$ cat config.mk
export PLATFORM = sky130hd
export DESIGN_NAME = bblur_front
export DESIGN_NICKNAME = d
export VERILOG_FILES = /design/src/bblur_pkg.sv /design/src/bblur_front.sv
export VERILOG_INCLUDE_DIRS = /design/src /design/src/src
export SDC_FILE = /design/constraint.sdc
export NUM_CORES = 1
export LEC_CHECK = 0
export CORE_ASPECT_RATIO = 0.8
export CORE_MARGIN = 4
export CORE_UTILIZATION = 49
export CTS_BUF_LIST = sky130_fd_sc_hd__clkbuf_8
export CTS_CLUSTER_DIAMETER = 150
export DETAILED_ROUTE_END_ITERATION = 6
export DONT_BUFFER_PORTS = 1
export HOLD_SLACK_MARGIN = 0.15
export PLACE_DENSITY = 0.72
export SYNTH_ARGS = -nofsm -noshare
export SYNTH_HDL_FRONTEND = slang
export SYNTH_SLANG_ARGS = --single-unit
$ cat constraint.sdc
create_clock -name clk -period 4.6 [get_ports clk]
set_input_delay 0.46 -clock clk [delete_from_list [all_inputs] [get_ports clk]]
set_output_delay 0.46 -clock clk [all_outputs]
set_load 0.05 [all_outputs]
$ cat src/box_blur_3x3_rgb_unit_defines.svh
`ifndef BOX_BLUR_3X3_RGB_UNIT_DEFINES_SVH
`define BOX_BLUR_3X3_RGB_UNIT_DEFINES_SVH

// Same-cycle implication, off during reset.
`define BB_ASSERT_SAME(name, clk, rst, ante, cons, msg) \
  name: assert property (@(posedge clk) disable iff (rst) (ante) |-> (cons)) \
    else $error(msg);

// Next-cycle implication, off during reset.
`define BB_ASSERT_NEXT(name, clk, rst, ante, cons, msg) \
  name: assert property (@(posedge clk) disable iff (rst) (ante) |=> (cons)) \
    else $error(msg);

`endif

$ cat src/bblur_pkg.sv
package bblur_pkg;

  typedef struct packed {
    logic [7:0] red;
    logic [7:0] green;
    logic [7:0] blue;
  } pixel_t;

  // Per-request control from the front to the back.
  typedef struct packed {
    logic wr;         // pixel: update line stores
    logic emit;       // request produces a result
    logic top_ok;     // row above the output pixel is inside the frame
    logic bot_ok;
    logic left_ok;
    logic right_ok;
    logic frame_end;
  } flags_t;

  // APB register index, taken from paddr[2]
  typedef enum logic {
    REG_FRAME_WIDTH  = 1'b0,
    REG_FRAME_HEIGHT = 1'b1
  } reg_index_t;

  localparam logic CMD_PIXEL = 1'b0;
  localparam logic CMD_DRAIN = 1'b1;

  localparam int PIX_W       = $bits(pixel_t);
  localparam int FLAGS_W     = $bits(flags_t);
  localparam int QUEUE_DEPTH = 4;

endpackage

$ cat src/bblur_front.sv
`include "box_blur_3x3_rgb_unit_defines.svh"

module bblur_front #(
  parameter int CW = 10
) (
  input  logic                  clk,
  input  logic                  rst,
  input  logic [CW-1:0]         wm1,        // frame width - 1, clamped
  input  logic [15:0]           hm1,        // frame height - 1, clamped
  input  logic                  restart,
  input  logic                  s_tvalid,
  output logic                  s_tready,
  input  logic [23:0]           s_tdata,    // red_in, green_in, blue_in
  input  logic                  s_tuser,    // cmd
  input  logic                  space,
  output logic                  push,
  output logic [CW-1:0]         q_addr,
  output bblur_pkg::pixel_t     q_px,
  output bblur_pkg::flags_t     q_flags
);

  logic          take;
  logic          px_emit;
  logic          in_done;     // all pixels of the frame are in
  logic [CW-1:0] in_col;
  logic [15:0]   in_row;
  logic [CW-1:0] out_col;
  logic [15:0]   out_row;
  logic          out_last_col;
  logic          out_last_row;

  assign s_tready = space;
  assign take     = s_tvalid && s_tready;

  always_comb begin
    out_last_col = out_col == wm1;
    out_last_row = out_row == hm1;
    // results start once the pixel below-right of the first one arrives
    px_emit = (in_row != 16'd0) && !((in_row == 16'd1) && (in_col == '0));
    // during the frame a drain is dropped; after it every request drains
    push = take && (in_done || (s_tuser != bblur_pkg::CMD_DRAIN));

    q_flags.wr        = !in_done;
    q_flags.emit      = in_done || px_emit;
    q_flags.top_ok    = out_row != 16'd0;
    q_flags.bot_ok    = !out_last_row;
    q_flags.left_ok   = out_col != '0;
    q_flags.right_ok  = !out_last_col;
    q_flags.frame_end = out_last_row && out_last_col;

    if (in_done) begin
      q_addr = out_last_col ? '0 : out_col + CW'(1);
      q_px   = '0;
    end else begin
      q_addr       = in_col;
      q_px.red     = s_tdata[7:0];
      q_px.green   = s_tdata[15:8];
      q_px.blue    = s_tdata[23:16];
    end
  end

  always_ff @(posedge clk) begin
    if (rst || restart) begin
      in_done <= 1'b0;
      in_col  <= '0;
      in_row  <= '0;
      out_col <= '0;
      out_row <= '0;
    end else if (push) begin
      if (!in_done) begin
        if (in_col == wm1) begin
          in_col <= '0;
          if (in_row == hm1) begin
            in_done <= 1'b1;
          end else begin
            in_row <= in_row + 16'd1;
          end
        end else begin
          in_col <= in_col + CW'(1);
        end
      end
      if (q_flags.emit) begin
        if (q_flags.frame_end) begin
          in_done <= 1'b0;
          in_col  <= '0;
          in_row  <= '0;
          out_col <= '0;
          out_row <= '0;
        end else if (out_last_col) begin
          out_col <= '0;
          out_row <= out_row + 16'd1;
        end else begin
          out_col <= out_col + CW'(1);
        end
      end
    end
  end

  `BB_ASSERT_NEXT(a_frame_wrap, clk, rst, push && q_flags.emit && q_flags.frame_end, !in_done && (in_row == 16'd0) && (in_col == '0), "frame end did not restart counters")
  `BB_ASSERT_SAME(a_done_col, clk, rst, in_done, in_col == '0, "column not wrapped after last pixel")
  `BB_ASSERT_SAME(a_drain_phase, clk, rst, push && !q_flags.wr, in_done, "drain request queued during frame")

endmodule

==> metrics.txt <==
Rows 28; core area 7500 um2; cell area after synthesis 3830 um2; Final Max Slew Viols 0; total routed wirelength 10,300 um; Resize count post-CTS 0; share of Yosys cell area claimed by the top area cell type 27.7%; Gate Count Post-Synth 500; die height 87.1 um; Post-route DRC 0; CTS tree done; TritonRoute pass-1 iters 4; R2R Path Start in_done$_SDFFE_PP0P_; Worst setup SP type flip-flop; WP data arrival 2.87 ns; fin crit period 3.33 ns; Final Cycle Share 72.5%; Reg clk slew, reported paths 0.10 ns; Synth-to-Final Area Change 2.45%; Worst Hold Depth 3; Root Driver clkbuf_8; FF+latch count, synth 53; GRT overflow 0; synth unique cells 43; Layout Skew 0.00895 ns; worst path required time 4.14 ns; final setup vio count 0; Die Footprint 9310 um2; f_max 0.300 GHz; Synth async-reset ratio 0%; Hold Path End in_col[0]$_SDFFE_PP0P_; Synth top cells by count dfxtp_1 (53), xor2_1 (50), nor2_1 (41); post-DP HPWL 7850 um; synth warn 0; Antenna Cells 0; Avg WL per Cell 17.8 um; largest net degree at the start of global routing 33; Finished Cell Area 3930 um2; Post-Layout Cell Count 578; crit-path max FO 29; first-pass GRT wire length 16,700 um; GRT Total Usage 22.0%; R2R cell count 6; Total Power 857 uW; sequential-to-total area share from yosys stat 27.7%; H-tree depth 2; Syn Nets 565; crit path capture type output port; CTS Sinks 53; CTS max path bufs 2; Placed Area 3820 um2; vias in the first global route 3,312; max_slew headroom 28.1%; clock latency on the worst-skew pair 0.30 ns; Net count, final 538; RSZ-0062 raised after global routing false; DIE WIDTH 107 um; Routed Antenna Nets 0; HP Start s_tuser; most common cell in the netlist dfxtp_1; synthesized area per cell 7.67 um2; post-CTS setup buffer count 0; layout cells sized above 1 5.07%; cts hold-fix bufs 0; Yosys top cell by area dfxtp_1; static leakage 1.29 nW; Starting DRT DRC Count 236; Peak VDD IR 0.000201 V; final hold vios 0; power per cell area 218 nW/um2; status completed; Vias 3,495; boundary pin count 99; reported max-cap violation count 0; initial antenna violation count 0; Primary FF master, synth dfxtp_1; port buffer count 0; Least-Margin Pin Slew 1.09 ns; Starting Density 51.2%; Post-synth EDFFs 0; reg2reg setup slack 1.47 ns; vias per cell 6.05; Fin Setup TNS 0 ns; CP Class reg -> out; Hold Crit Class in -> reg; Final GP Congestion 0.936; synth top area cells dfxtp_1 (28%), xor2_1 (11%), xnor2_1 (7.3%); cts bufs inserted 5; placed cells 571; R2R Path End out_row[4]$_SDFFE_PP0P_
-- registers in the layout, indices dropped and copies added, names as in the netlist --
name and flops:
out_col 10, in_done 1, in_row 16, out_row 16
in_col 10
-- worst max-delay path, cell delays in order (launching register included) --
cell     delay (ns)
dfxtp_1        0.50
xor2_1         0.11
nor4_1         0.26
and4_1         0.62
inv_2          0.48
nand3_1        0.22
o21ai_1        0.37
-- cells by family (layout without fill, tap and decap cells) --
family	Yosys count	in the layout	synth area share, %
flops	53	53	27.7
buf+inv	64	37	7.41
simple gates	221	221	32.6
xor+xnor	82	82	18.7
compound gates	71	71	10.7
fa+ha+maj	9	9	2.94
-- cell type report --
| cell class | instances | area (um2) |
|---|---|---|
| Fill cell | 733 | 3570 |
| Clock inverter | 2 | 35.0 |
| Tap cell | 105 | 131 |
| Sequential cell | 53 | 1060 |
| Inverter | 27 | 101 |
| Clock buffer | 5 | 68.8 |
| Multi-Input combinational cell | 383 | 2510 |
| Timing Repair Buffer | 3 | 22.5 |
-- metal layers --
metal | up-vias | GRT usage, % | part of all wire [%]
met5 | - | 0 | 0
met4 | 0 | 5.81 | 0.70
met3 | 7 | 3.34 | 6.1
met2 | 126 | 36.2 | 48
met1 | 1680 | 30.2 | 45
li1 | 1682 | - | -
-- metrics by stage --
step / hold slack [ns] / worst slack [ns] / util, %
finish: 0.434 / 1.27 / 52.4
global route: 0.453 / 1.09 / 52.4
CTS: 0.429 / 1.32 / 52.4
detailed placement: 0.517 / 1.49 / 51.0
global placement: 0.506 / 1.58 / 51.0
floorplan: 0.477 / 1.68 / -
-- cells in the final DEF (no fill, tap or decap), drive strengths merged, types with 10 or more instances in the layout --
cell type / instances
o21ai: 19
nor2: 41
or3: 10
nand4: 16
dfxtp: 53
xor2: 50
nand2: 29
nand3: 28
nor4: 35
nor3: 12
inv: 27
nor2b: 24
a21oi: 31
xnor2: 32
-- worst max-delay path by stage --
stage | from | endpoint | slack [ns] | depth (start not counted)
floorplan | out_col[4]$_SDFFE_PP0P_ | q_addr[9] | 1.68 | 7
global placement | in_done$_SDFFE_PP0P_ | out_row[9]$_SDFFE_PP0P_ | 1.58 | 6
detailed placement | in_done$_SDFFE_PP0P_ | out_row[5]$_SDFFE_PP0P_ | 1.49 | 6
CTS | out_col[4]$_SDFFE_PP0P_ | q_addr[1] | 1.32 | 6
global route | out_col[6]$_SDFFE_PP0P_ | q_addr[1] | 1.09 | 6
finish | out_col[6]$_SDFFE_PP0P_ | q_addr[1] | 1.27 | 6
-- where the power goes --
part | internal, mW | switching (mW)
registers | 0.459 | 0.000397
clock network | 0.159 | 0.151
logic | 0.0207 | 0.0670
total | 0.638 | 0.219
Note: power is estimated with default switching activity, not from simulation.
