--- src/box_blur_3x3_rgb_unit_defines.svh ---
`ifndef BOX_BLUR_3X3_RGB_UNIT_DEFINES_SVH
`define BOX_BLUR_3X3_RGB_UNIT_DEFINES_SVH

// Same-cycle implication, off during reset.
`define BB_ASSERT_SAME(name, clk, rst, ante, cons, msg) \
  name: assert property (@(posedge clk) disable iff (rst) (ante) |-> (cons)) \
    else $error(msg);

// Next-cycle implication, off during reset.
`define BB_ASSERT_NEXT(name, clk, rst, ante, cons, msg) \
  name: assert property (@(posedge clk) disable iff (rst) (ante) |=> (cons)) \
    else $error(msg);

`endif

--- src/bblur_fifo.sv ---
module bblur_fifo #(
  parameter int WIDTH = 32,
  parameter int DEPTH = 4
) (
  input  logic             clk,
  input  logic             rst,
  input  logic             push,
  input  logic [WIDTH-1:0] push_data,
  output logic             space,
  input  logic             pop,
  output logic [WIDTH-1:0] pop_data,
  output logic             avail
);

  localparam int PW   = $clog2(DEPTH);
  localparam int CNTW = $clog2(DEPTH + 1);

  logic [WIDTH-1:0] mem [DEPTH];
  logic [PW-1:0]    wr_ptr;
  logic [PW-1:0]    rd_ptr;
  logic [CNTW-1:0]  count;
  logic             do_push;
  logic             do_pop;

  assign space    = count != CNTW'(DEPTH);
  assign avail    = count != '0;
  assign pop_data = mem[rd_ptr];
  assign do_push  = push && space;
  assign do_pop   = pop && avail;

  always_ff @(posedge clk) begin
    if (rst) begin
      wr_ptr <= '0;
      rd_ptr <= '0;
      count  <= '0;
    end else begin
      if (do_push) begin
        wr_ptr <= (wr_ptr == PW'(DEPTH - 1)) ? '0 : wr_ptr + PW'(1);
      end
      if (do_pop) begin
        rd_ptr <= (rd_ptr == PW'(DEPTH - 1)) ? '0 : rd_ptr + PW'(1);
      end
      case ({do_push, do_pop})
        2'b10:   count <= count + CNTW'(1);
        2'b01:   count <= count - CNTW'(1);
        default: count <= count;
      endcase
    end
  end

  always_ff @(posedge clk) begin
    if (do_push) begin
      mem[wr_ptr] <= push_data;
    end
  end

endmodule

--- config.mk ---
export PLATFORM = sky130hd
export DESIGN_NAME = bblur_fifo
export DESIGN_NICKNAME = d
export VERILOG_FILES = /design/src/box_blur_3x3_rgb_unit_defines.svh /design/src/bblur_fifo.sv
export SDC_FILE = /design/constraint.sdc
export NUM_CORES = 1
export LEC_CHECK = 0
export BUFFER_PORTS_ARGS = -buffer_cell sky130_fd_sc_hd__buf_2
export CAP_MARGIN = 20
export CORE_ASPECT_RATIO = 1.4
export CORE_MARGIN = 2
export CORE_UTILIZATION = 50
export CTS_CLUSTER_SIZE = 25
export DETAILED_ROUTE_END_ITERATION = 8
export GPL_TIMING_DRIVEN = 0
export PLACE_DENSITY = 0.69
export SETUP_SLACK_MARGIN = 0.02
export SLEW_MARGIN = 25
export SYNTH_ARGS = -nofsm -noshare
export SYNTH_HDL_FRONTEND = slang
export SYNTH_SLANG_ARGS = --single-unit
--- constraint.sdc ---
create_clock -name clk -period 3.86 [get_ports clk]
set_input_delay 0 -clock clk [delete_from_list [all_inputs] [get_ports clk]]
set_output_delay 0 -clock clk [all_outputs]
set_load 0.01 [all_outputs]
==> metrics.txt, run 1 <==
Post-synth top cells 128 x edfxtp_1, 32 x mux4_2, 9 x dfxtp_1, 6 x ha_1, 6 x inv_1; cell with the most instances after synthesis edfxtp_1; # nets final 384; Placed Cells 423; largest net degree at the start of global routing 33; Final Skew 0.00659 ns; final hold violation count 0; post-DR vias/cell 5.16; GP Congestion 0.749; Total Routed Length 8670 µm; drt drc 0; nature of the critical path startpoint flip-flop; initial antenna violation count 0; slew margin rel. 40.9%; Hold-fix buffers, CTS 34; Die Width 89.4 µm; Antenna diodes 0; vias in the first global route 2611; Die ar. 11000 µm²; Placement Cell Area 5630 µm²; r2r endpoint count[2]; post-detailed-route count of antenna-violating nets 0; Worst Setup EP count[2]; Top FF cell, synth edfxtp_1; Hold Crit Start pop; GRT Overall Usage 17.1%; clock buffer depth 2; Slew Viols, Final 0; Post-synth EDFFs 128; Post-CTS Setup Inserts 0; max cap viols 0; Post-synth ARST share 0%; drt initial violations 73; min Tclk post-route 2.38 ns; Post-CTS Resized 0; cts bufs inserted 17; RSZ-0062 raised after global routing false; drt first pass iters 4; Hold WC Path Type in2reg; leading area contributor after synthesis edfxtp_1; Area contributors post-synth edfxtp_1 75%, mux4_2 14%, dfxtp_1 3.5%, ha_1 1.5%, and3_2 0.44%; Gate Count Post-Synth 219; pwr dens 657 nW/µm²; Final TNS setup 0 ns; Max H-tree Level 4; Syn Area/Cell 23.3 µm²; final setup vio count 0; sequential area share after synthesis 78.9%; origin of the critical flop-to-flop path count[2]; post-DR wirelength/cell 17.7 µm; synth warn 0; Total Power 4.32 mW; reg-to-reg slack, setup 1.48 ns; Distinct cells, synth 26; CORE AREA 9900 µm²; leakage power total 2.31 nW; final period utilization 61.6%; share of cells above drive strength 1 40.1%; CP startpoint count[2]; status finished, final reports clean; routed vias 2523; pre-CTS WS 1.50 ns; Die H 124 µm; Cell Area, Synth 5100 µm²; TritonCTS clock tree done; Worst setup EP type flip-flop; fin area 6580 µm²; Initial Util 51.5%; Req. time, crit path 4.20 ns; area share of the leading cell type in the synthesized netlist 75.3%; Worst-path clk slew 0.05 ns; clock root buffer clkbuf_16; clk sinks 137; fmax 420 MHz; critical path class reg2reg; final hold slack 0.0203 ns; maximum vdd ir drop 0.000377 V; area delta synth->final 29.0%; Final HPWL DP 4910 µm; post-layout util 66.5%; R2R cell count 9; Core Rows 43; Crit path arrival time 2.72 ns; Skew-Pair Late Insertion Delay 0.41 ns; Finished Layout Cells 489; worst slew pin tran 0.887 ns; crit path max fanout 7; Seq cells post-synth 137; # port buffers 68; gr ovfl total 0; I/O pin total 70; syn_nets 262; post-layout worst setup margin 1.48 ns; first-pass GRT wire length 13100 µm
how the worst min path moves through the flow:
stage | endpoint | slack, ns | cells past startpoint
after floorplan | mem[0][0] | 0.1 | 0
after global placement | mem[2][18] | 0.21 | 1
after detailed placement | mem[3][12] | 0.22 | 1
after CTS | flip-flop | 0.01 | 4
after global routing | flip-flop | 0.03 | 4
final | flip-flop | 0.02 | 4
power breakdown:
part | internal [mW] | switching (mW) | total [mW]
Sequential | 1.79 | 0.0461 | 1.84
Combinational | 0.423 | 0.424 | 0.847
Clock | 1.07 | 0.572 | 1.64
cell families after synthesis:
family                     Yosys count  synth area share (%)
adders and majority gates            7                  1.86
DFF                                137                  78.9
buffers and inverters               15                  1.50
AOI/OAI and AO/OA                    7                 0.883
xor gates and xnor gates             2                 0.343
muxes                               34                  14.5
and+or+nand+nor                     17                  2.01
sequential cells by signal, indices dropped and copies added, names as in the netlist, named ones only:
name,count
wr_ptr,2
count,3
rd_ptr,2
mem,128
routing by layer:
layer,wire [µm],global-route usage [%],up-vias
met3,326,5.27,17
li1,-,-,1159
met5,0,0,-
met4,201,8.86,0
met2,4770,28.4,62
met1,3370,19.7,1285
final cells by class:
| cell class | count | area [µm²] |
|---|---|---|
| Inverter | 6 | 22.5 |
| Sequential cell | 137 | 4020 |
| Buffer | 9 | 53.8 |
| Fill cell | 700 | 3320 |
| Tap cell | 135 | 169 |
| Multi-Input combinational cell | 67 | 1000 |
| Clock inverter | 15 | 183 |
| Timing Repair Buffer | 103 | 701 |
| Clock buffer | 17 | 425 |
cell usage in the layout (no fill, tap or decap), types with 3 or more instances in the layout:
cell type | synthesis | layout
inv_1 | 6 | 6
nor2_1 | 4 | 4
ha_1 | 6 | 6
buf_1 | 4 | 4
a21oi_1 | 3 | 3
clkbuf_16 | 0 | 17
clkinv_2 | 0 | 3
clkinv_1 | 0 | 4
bufinv_16 | 0 | 4
buf_4 | 3 | 3
edfxtp_1 | 128 | 128
dlygate4sd3_1 | 0 | 34
buf_2 | 1 | 69
dfxtp_1 | 9 | 9
and3_2 | 3 | 4
mux4_2 | 32 | 32
worst max-delay path: stages (launching register included):
cell and delay, ns:
dfxtp_1 0.37, or3b_1 0.37, buf_6 0.14, nand2_2 0.10, ha_1 0.19, inv_1 0.06
fa_1 0.37, xor2_1 0.16, or3_2 0.41, a21oi_1 0.14
(Power assumes the default switching activity.)
==> inputs of run 2 (changes only) <==
PLACE_DENSITY = 0.72   (was 0.69)
clock period = 2.1 ns   (was 3.86 ns; I/O delays follow)
==> metrics.txt, run 2 (synthesis results as in run 1) <==
Worst setup EP type flip-flop; first-pass GRT wire length 13500 µm (+2.8%); vias in the first global route 2595 (-0.61%); WP buf/inv 1 (-1); critical path class reg2reg; Fillers 675 (-3.6%); post-layout worst setup margin 0.0341 ns (-1.45 ns); final hold violation count 0 (unchanged); I/O pin total 70 (unchanged); commonest non-fill, non-tap cell in the layout edfxtp_1; TritonCTS clock tree done; Top reg by flops mem; Placement Cell Area 5670 µm² (+0.60%); fmax 484 MHz (+15%); area delta synth->final 31.8%; GP Congestion 0.661 (-12%); Finished Layout Cells 496 (+1.4%); Final HPWL DP 5090 µm (+3.5%); min Tclk post-route 2.07 ns (-0.313 ns); clock root buffer clkbuf_16; WHS Path Cells 2 (-2); final hold slack 0.337 ns (+0.317 ns); Total Routed Length 8840 µm (+2.0%); crit path max fanout 3 (-4); Hold WC Path Type in2reg; maximum vdd ir drop 0.000809 V (+110%); Req. time, crit path 2.43 ns (-1.77 ns); Crit path arrival time 2.40 ns (-0.32 ns); Max H-tree Level 4 (unchanged); max cap viols 0 (unchanged); clock buffer depth 2 (unchanged); pwr dens 1230 nW/µm² (+87%); CP max stage cell or3b_4; nature of the critical path startpoint flip-flop; Critical Path Max Stage Delay 0.43 ns (+0.02 ns); R2R cell count 8 (-1); Die ar. 11000 µm² (unchanged); leakage power total 2.36 nW (+2.0%); CORE AREA 9900 µm² (unchanged); Worst-path clk slew 0.06 ns (about the same); Final Skew 0.00511 ns (-0.00148 ns); final setup vio count 0 (unchanged); post-detailed-route count of antenna-violating nets 0 (unchanged); Worst path top cell family by delay simple AND/OR/NAND/NOR gates; reg-to-reg slack, setup 0.03 ns (-1.45 ns); final period utilization 98.4% (+37 points); Placed Cells 423 (unchanged); RSZ-0062 raised after global routing true; Skew-Pair Late Insertion Delay 0.40 ns (about the same); cts bufs inserted 17 (unchanged); initial antenna violation count 0 (unchanged); post-DR vias/cell 5.10 (-1.1%); clk sinks 137 (unchanged); worst slew pin tran 0.876 ns (-0.0107 ns); origin of the critical flop-to-flop path count[1]; post-DR wirelength/cell 17.8 µm (+0.55%); fin area 6720 µm² (+2.2%); GRT Overall Usage 17.4% (+0.37 points); Antenna diodes 0 (unchanged); status finished, final reports clean; biggest regs mem: 128 flops, count: 3 flops; Core Rows 43 (unchanged); largest net degree at the start of global routing 33 (unchanged); gr ovfl total 0 (unchanged); Hold Crit Start push_data[13]; Hold Path Sink mem[2][13]; # nets final 391 (+1.8%); # port buffers 68 (unchanged); commonest cells after routing, fill and taps aside 128 x edfxtp_1, 69 x buf_2, 35 x dlygate4sd3_1; Die H 124 µm (unchanged); Die Width 89.4 µm (unchanged); share of cells above drive strength 1 44.0% (+3.9 points); pre-CTS WS -0.0552 ns (-1.55 ns); cells along the critical path or3b_4, nand2_8, ha_4, inv_2, fa_2, xor2_2, or3_4, a21oi_2; post-layout util 67.9% (+1.4 points); flip-flop count of the largest register after layout 128 (unchanged); slew margin rel. 41.6% (+0.72 points); Slew Viols, Final 0 (unchanged); r2r endpoint count[2]; drt initial violations 159 (+120%); drt first pass iters 4 (unchanged); Initial Util 51.5% (unchanged); routed vias 2532 (+0.36%); drt drc 0 (unchanged)
[run 2: cell count changes in the layout (fill, tap and decap cells not counted), moves of 3 or more]
cell,previous run,this run
buf_4,3,10
clkinv_1,4,1
clkinvlp_4,2,5
dfxtp_1,9,6
[run 2: power by group]
| part | internal [mW] | leakage [nW] | switching, mW |
|---|---|---|---|
| Sequential | 3.30 | 1.25 | 0.0794 |
| Combinational | 0.879 | 0.815 | 0.842 |
| Clock | 2.09 | 0.293 | 1.05 |
[run 2: what timing repair did]
action                                 4_1_cts  5_1_grt
resized for setup                            3        4
hold buffers                                35        0
endpoints found under the hold margin      135        0
setup buffers                                5        2
setup endpoints to repair                    1        2
pin swaps                                    4        1
[run 2: metrics by stage]
| stage | setup TNS [ns] | power [mW] |
|---|---|---|
| after floorplan | 0 | 4.47 |
| after global placement | -10.80 | 4.96 |
| after detailed placement | -0.0552 | 5.03 |
| after CTS | 0 | 8.28 |
| after global routing | -0.0253 | 8.60 |
| final | 0 | 8.24 |
[run 2: worst max path at each step]
| stage | from | to | slack (ns) | cells after the start |
|---|---|---|---|---|
| global placement | count[1] | mem[0][24] | -0.34 | 3 |
| CTS | count[1] | count[2] | 0.03 | 9 |
| detailed placement | count[0] | count[2] | -0.06 | 9 |
| global route | count[1] | count[2] | -0.03 | 9 |
| floorplan | count[0] | count[2] | 0.02 | 9 |
| finish | count[1] | count[2] | 0.03 | 8 |
[run 2: per-layer routing]
metal  global-route usage [%]  vias up  wire length (µm)
met5                        0        -                 0
met4                     5.88        0               115
met3                     6.28       11               323
met2                     28.9       59              4720
met1                     21.1     1295              3680
li1                         -     1167                 -
[run 2: cell type report]
cell class	instances	area (µm²)	share of cell area, %
Clock buffer	19	433	6.44
Buffer	8	42.5	0.633
Clock inverter	13	201	3.00
Timing Repair Buffer	111	771	11.5
Sequential cell	137	4030	59.9
Multi-Input combinational cell	67	1050	15.7
Tap cell	135	169	2.51
Inverter	6	22.5	0.335
==> inputs of run 3 (changes only) <==
GPL_TIMING_DRIVEN = not set   (was 0)
==> metrics.txt, run 3 (synthesis results as in run 1) <==
critical path class reg2reg; CORE AREA 9900 µm² (unchanged); # port buffers 69 (+1.5%); worst slew pin tran 0.882 ns (+0.00644 ns); I/O pin total 70 (unchanged); final period utilization 96.9% (-1.5 points); commonest cells after routing, fill and taps aside 128 x edfxtp_1, 69 x buf_2, 34 x dlygate4sd3_1; cts bufs inserted 17 (unchanged); slew margin rel. 41.2% (-0.43 points); Core Rows 43 (unchanged); Final HPWL DP 5290 µm (+4.0%); final hold violation count 0 (unchanged); Final Skew 0.00581 ns (+0.000698 ns); GRT Overall Usage 17.8% (+0.36 points); Worst-path clk slew 0.05 ns (about the same); share of cells above drive strength 1 45.2% (+1.2 points); routed vias 2562 (+1.2%); clock buffer depth 2 (unchanged); flip-flop count of the largest register after layout 128 (unchanged); Slew Viols, Final 0 (unchanged); Placement Cell Area 5640 µm² (-0.51%); clk sinks 137 (unchanged); Initial Util 51.5% (unchanged); Max H-tree Level 4 (unchanged); RSZ-0062 raised after global routing true; GP Congestion 0.692 (+4.6%); area delta synth->final 30.0%; Die Width 89.4 µm (unchanged); first-pass GRT wire length 13700 µm (+1.7%); max cap viols 0 (unchanged); Req. time, crit path 2.44 ns (about the same); fmax 492 MHz (+1.6%); Worst path top cell family by delay simple AND/OR/NAND/NOR gates; WP buf/inv 1 (unchanged); drt drc 0 (unchanged); pwr dens 1200 nW/µm² (-1.8%); min Tclk post-route 2.03 ns (-0.0320 ns); vias in the first global route 2673 (+3.0%); cells along the critical path or3b_4, nand2_4, ha_4, inv_2, fa_2, xor2_2, or3_4, a21oi_2; biggest regs mem: 128 flops, count: 3 flops; Final TNS setup 0 ns (unchanged); initial antenna violation count 0 (unchanged); final setup vio count 0 (unchanged); Antenna diodes 0 (unchanged); drt initial violations 142 (-11%); status finished, final reports clean; clock root buffer clkbuf_16; commonest non-fill, non-tap cell in the layout edfxtp_1; post-detailed-route count of antenna-violating nets 0 (unchanged); nature of the critical path startpoint flip-flop; post-DR wirelength/cell 18.2 µm (+2.0%); TritonCTS clock tree done; maximum vdd ir drop 0.000760 V (-6.0%); Critical Path Max Stage Delay 0.41 ns (-0.02 ns); CP max stage cell or3b_4; post-DR vias/cell 5.22 (+2.2%); Die H 124 µm (unchanged); Skew-Pair Late Insertion Delay 0.41 ns (about the same); Hold WC Path Type in2reg; gr ovfl total 0 (unchanged); Total Routed Length 8920 µm (+0.95%); crit path max fanout 3 (unchanged); drt first pass iters 4 (unchanged); Die ar. 11000 µm² (unchanged); Worst setup EP type flip-flop; leakage power total 2.33 nW (-1.0%); fin area 6630 µm² (-1.4%); Top reg by flops mem; Crit path arrival time 2.37 ns (-0.03 ns); # nets final 386 (-1.3%); largest net degree at the start of global routing 33 (unchanged)
run 3: power breakdown:
part	internal, mW	total, mW	leakage (nW)	switching (mW)
sequential	3.31	3.42	1.25	0.110
combinational	0.830	1.63	0.797	0.800
clock	1.89	2.93	0.286	1.04
run 3: layer usage:
layer	track usage [%]	share of wire, %	routed length (µm)
met2	30.0	55	4870
met5	0	0	0
met4	7.09	1.5	136
met1	21.0	40	3540
met3	5.81	4.2	375
run 3: worst register-to-register path, cell delays in order (launching register included):
cell and delay [ns]:
dfxtp_4 0.35, or3b_4 0.41, nand2_4 0.08, ha_4 0.14
inv_2 0.03, fa_2 0.34, xor2_2 0.15, or3_4 0.33
a21oi_2 0.13
run 3: area by class of cell:
type / count / area (µm²)
Multi-Input combinational cell: 67 / 1040
Clock inverter: 12 / 150
Tap cell: 135 / 169
Inverter: 6 / 22.5
Clock buffer: 20 / 447
Sequential cell: 137 / 4040
Timing Repair Buffer: 114 / 768
Fill cell: 671 / 3270
run 3: what timing repair did:
item                       4_1_cts  5_1_grt
gates resized for setup          1        5
pin swaps                        1        6
hold buffers                    34        0
setup endpoints to repair        1        1
hold endpoints to repair       137        0
buffers inserted                 1        4
run 3: path summary, 6_finish.rpt:
kind	from	to	slack [ns]	cells after the start
max	count[1]	count[2]	0.07	8
min reg2reg	count[2]	count[2]	0.51	2
max reg2reg	count[1]	count[2]	0.07	8
min	pop	flip-flop	0.11	5
run 3: metrics by stage:
step	total power [mW]	util (%)	setup slack, ns	std cells	hold slack [ns]
finish	7.98	67.0	0.0661	491	0.111
global route	8.32	67.0	-0.00845	491	0.142
CTS	8.02	66.5	0.0270	487	0.0954
detailed placement	5.02	56.9	-0.00651	420	0.216
global placement	4.98	56.9	0.0441	420	0.212
floorplan	4.47	-	0.0239	219	0.0989
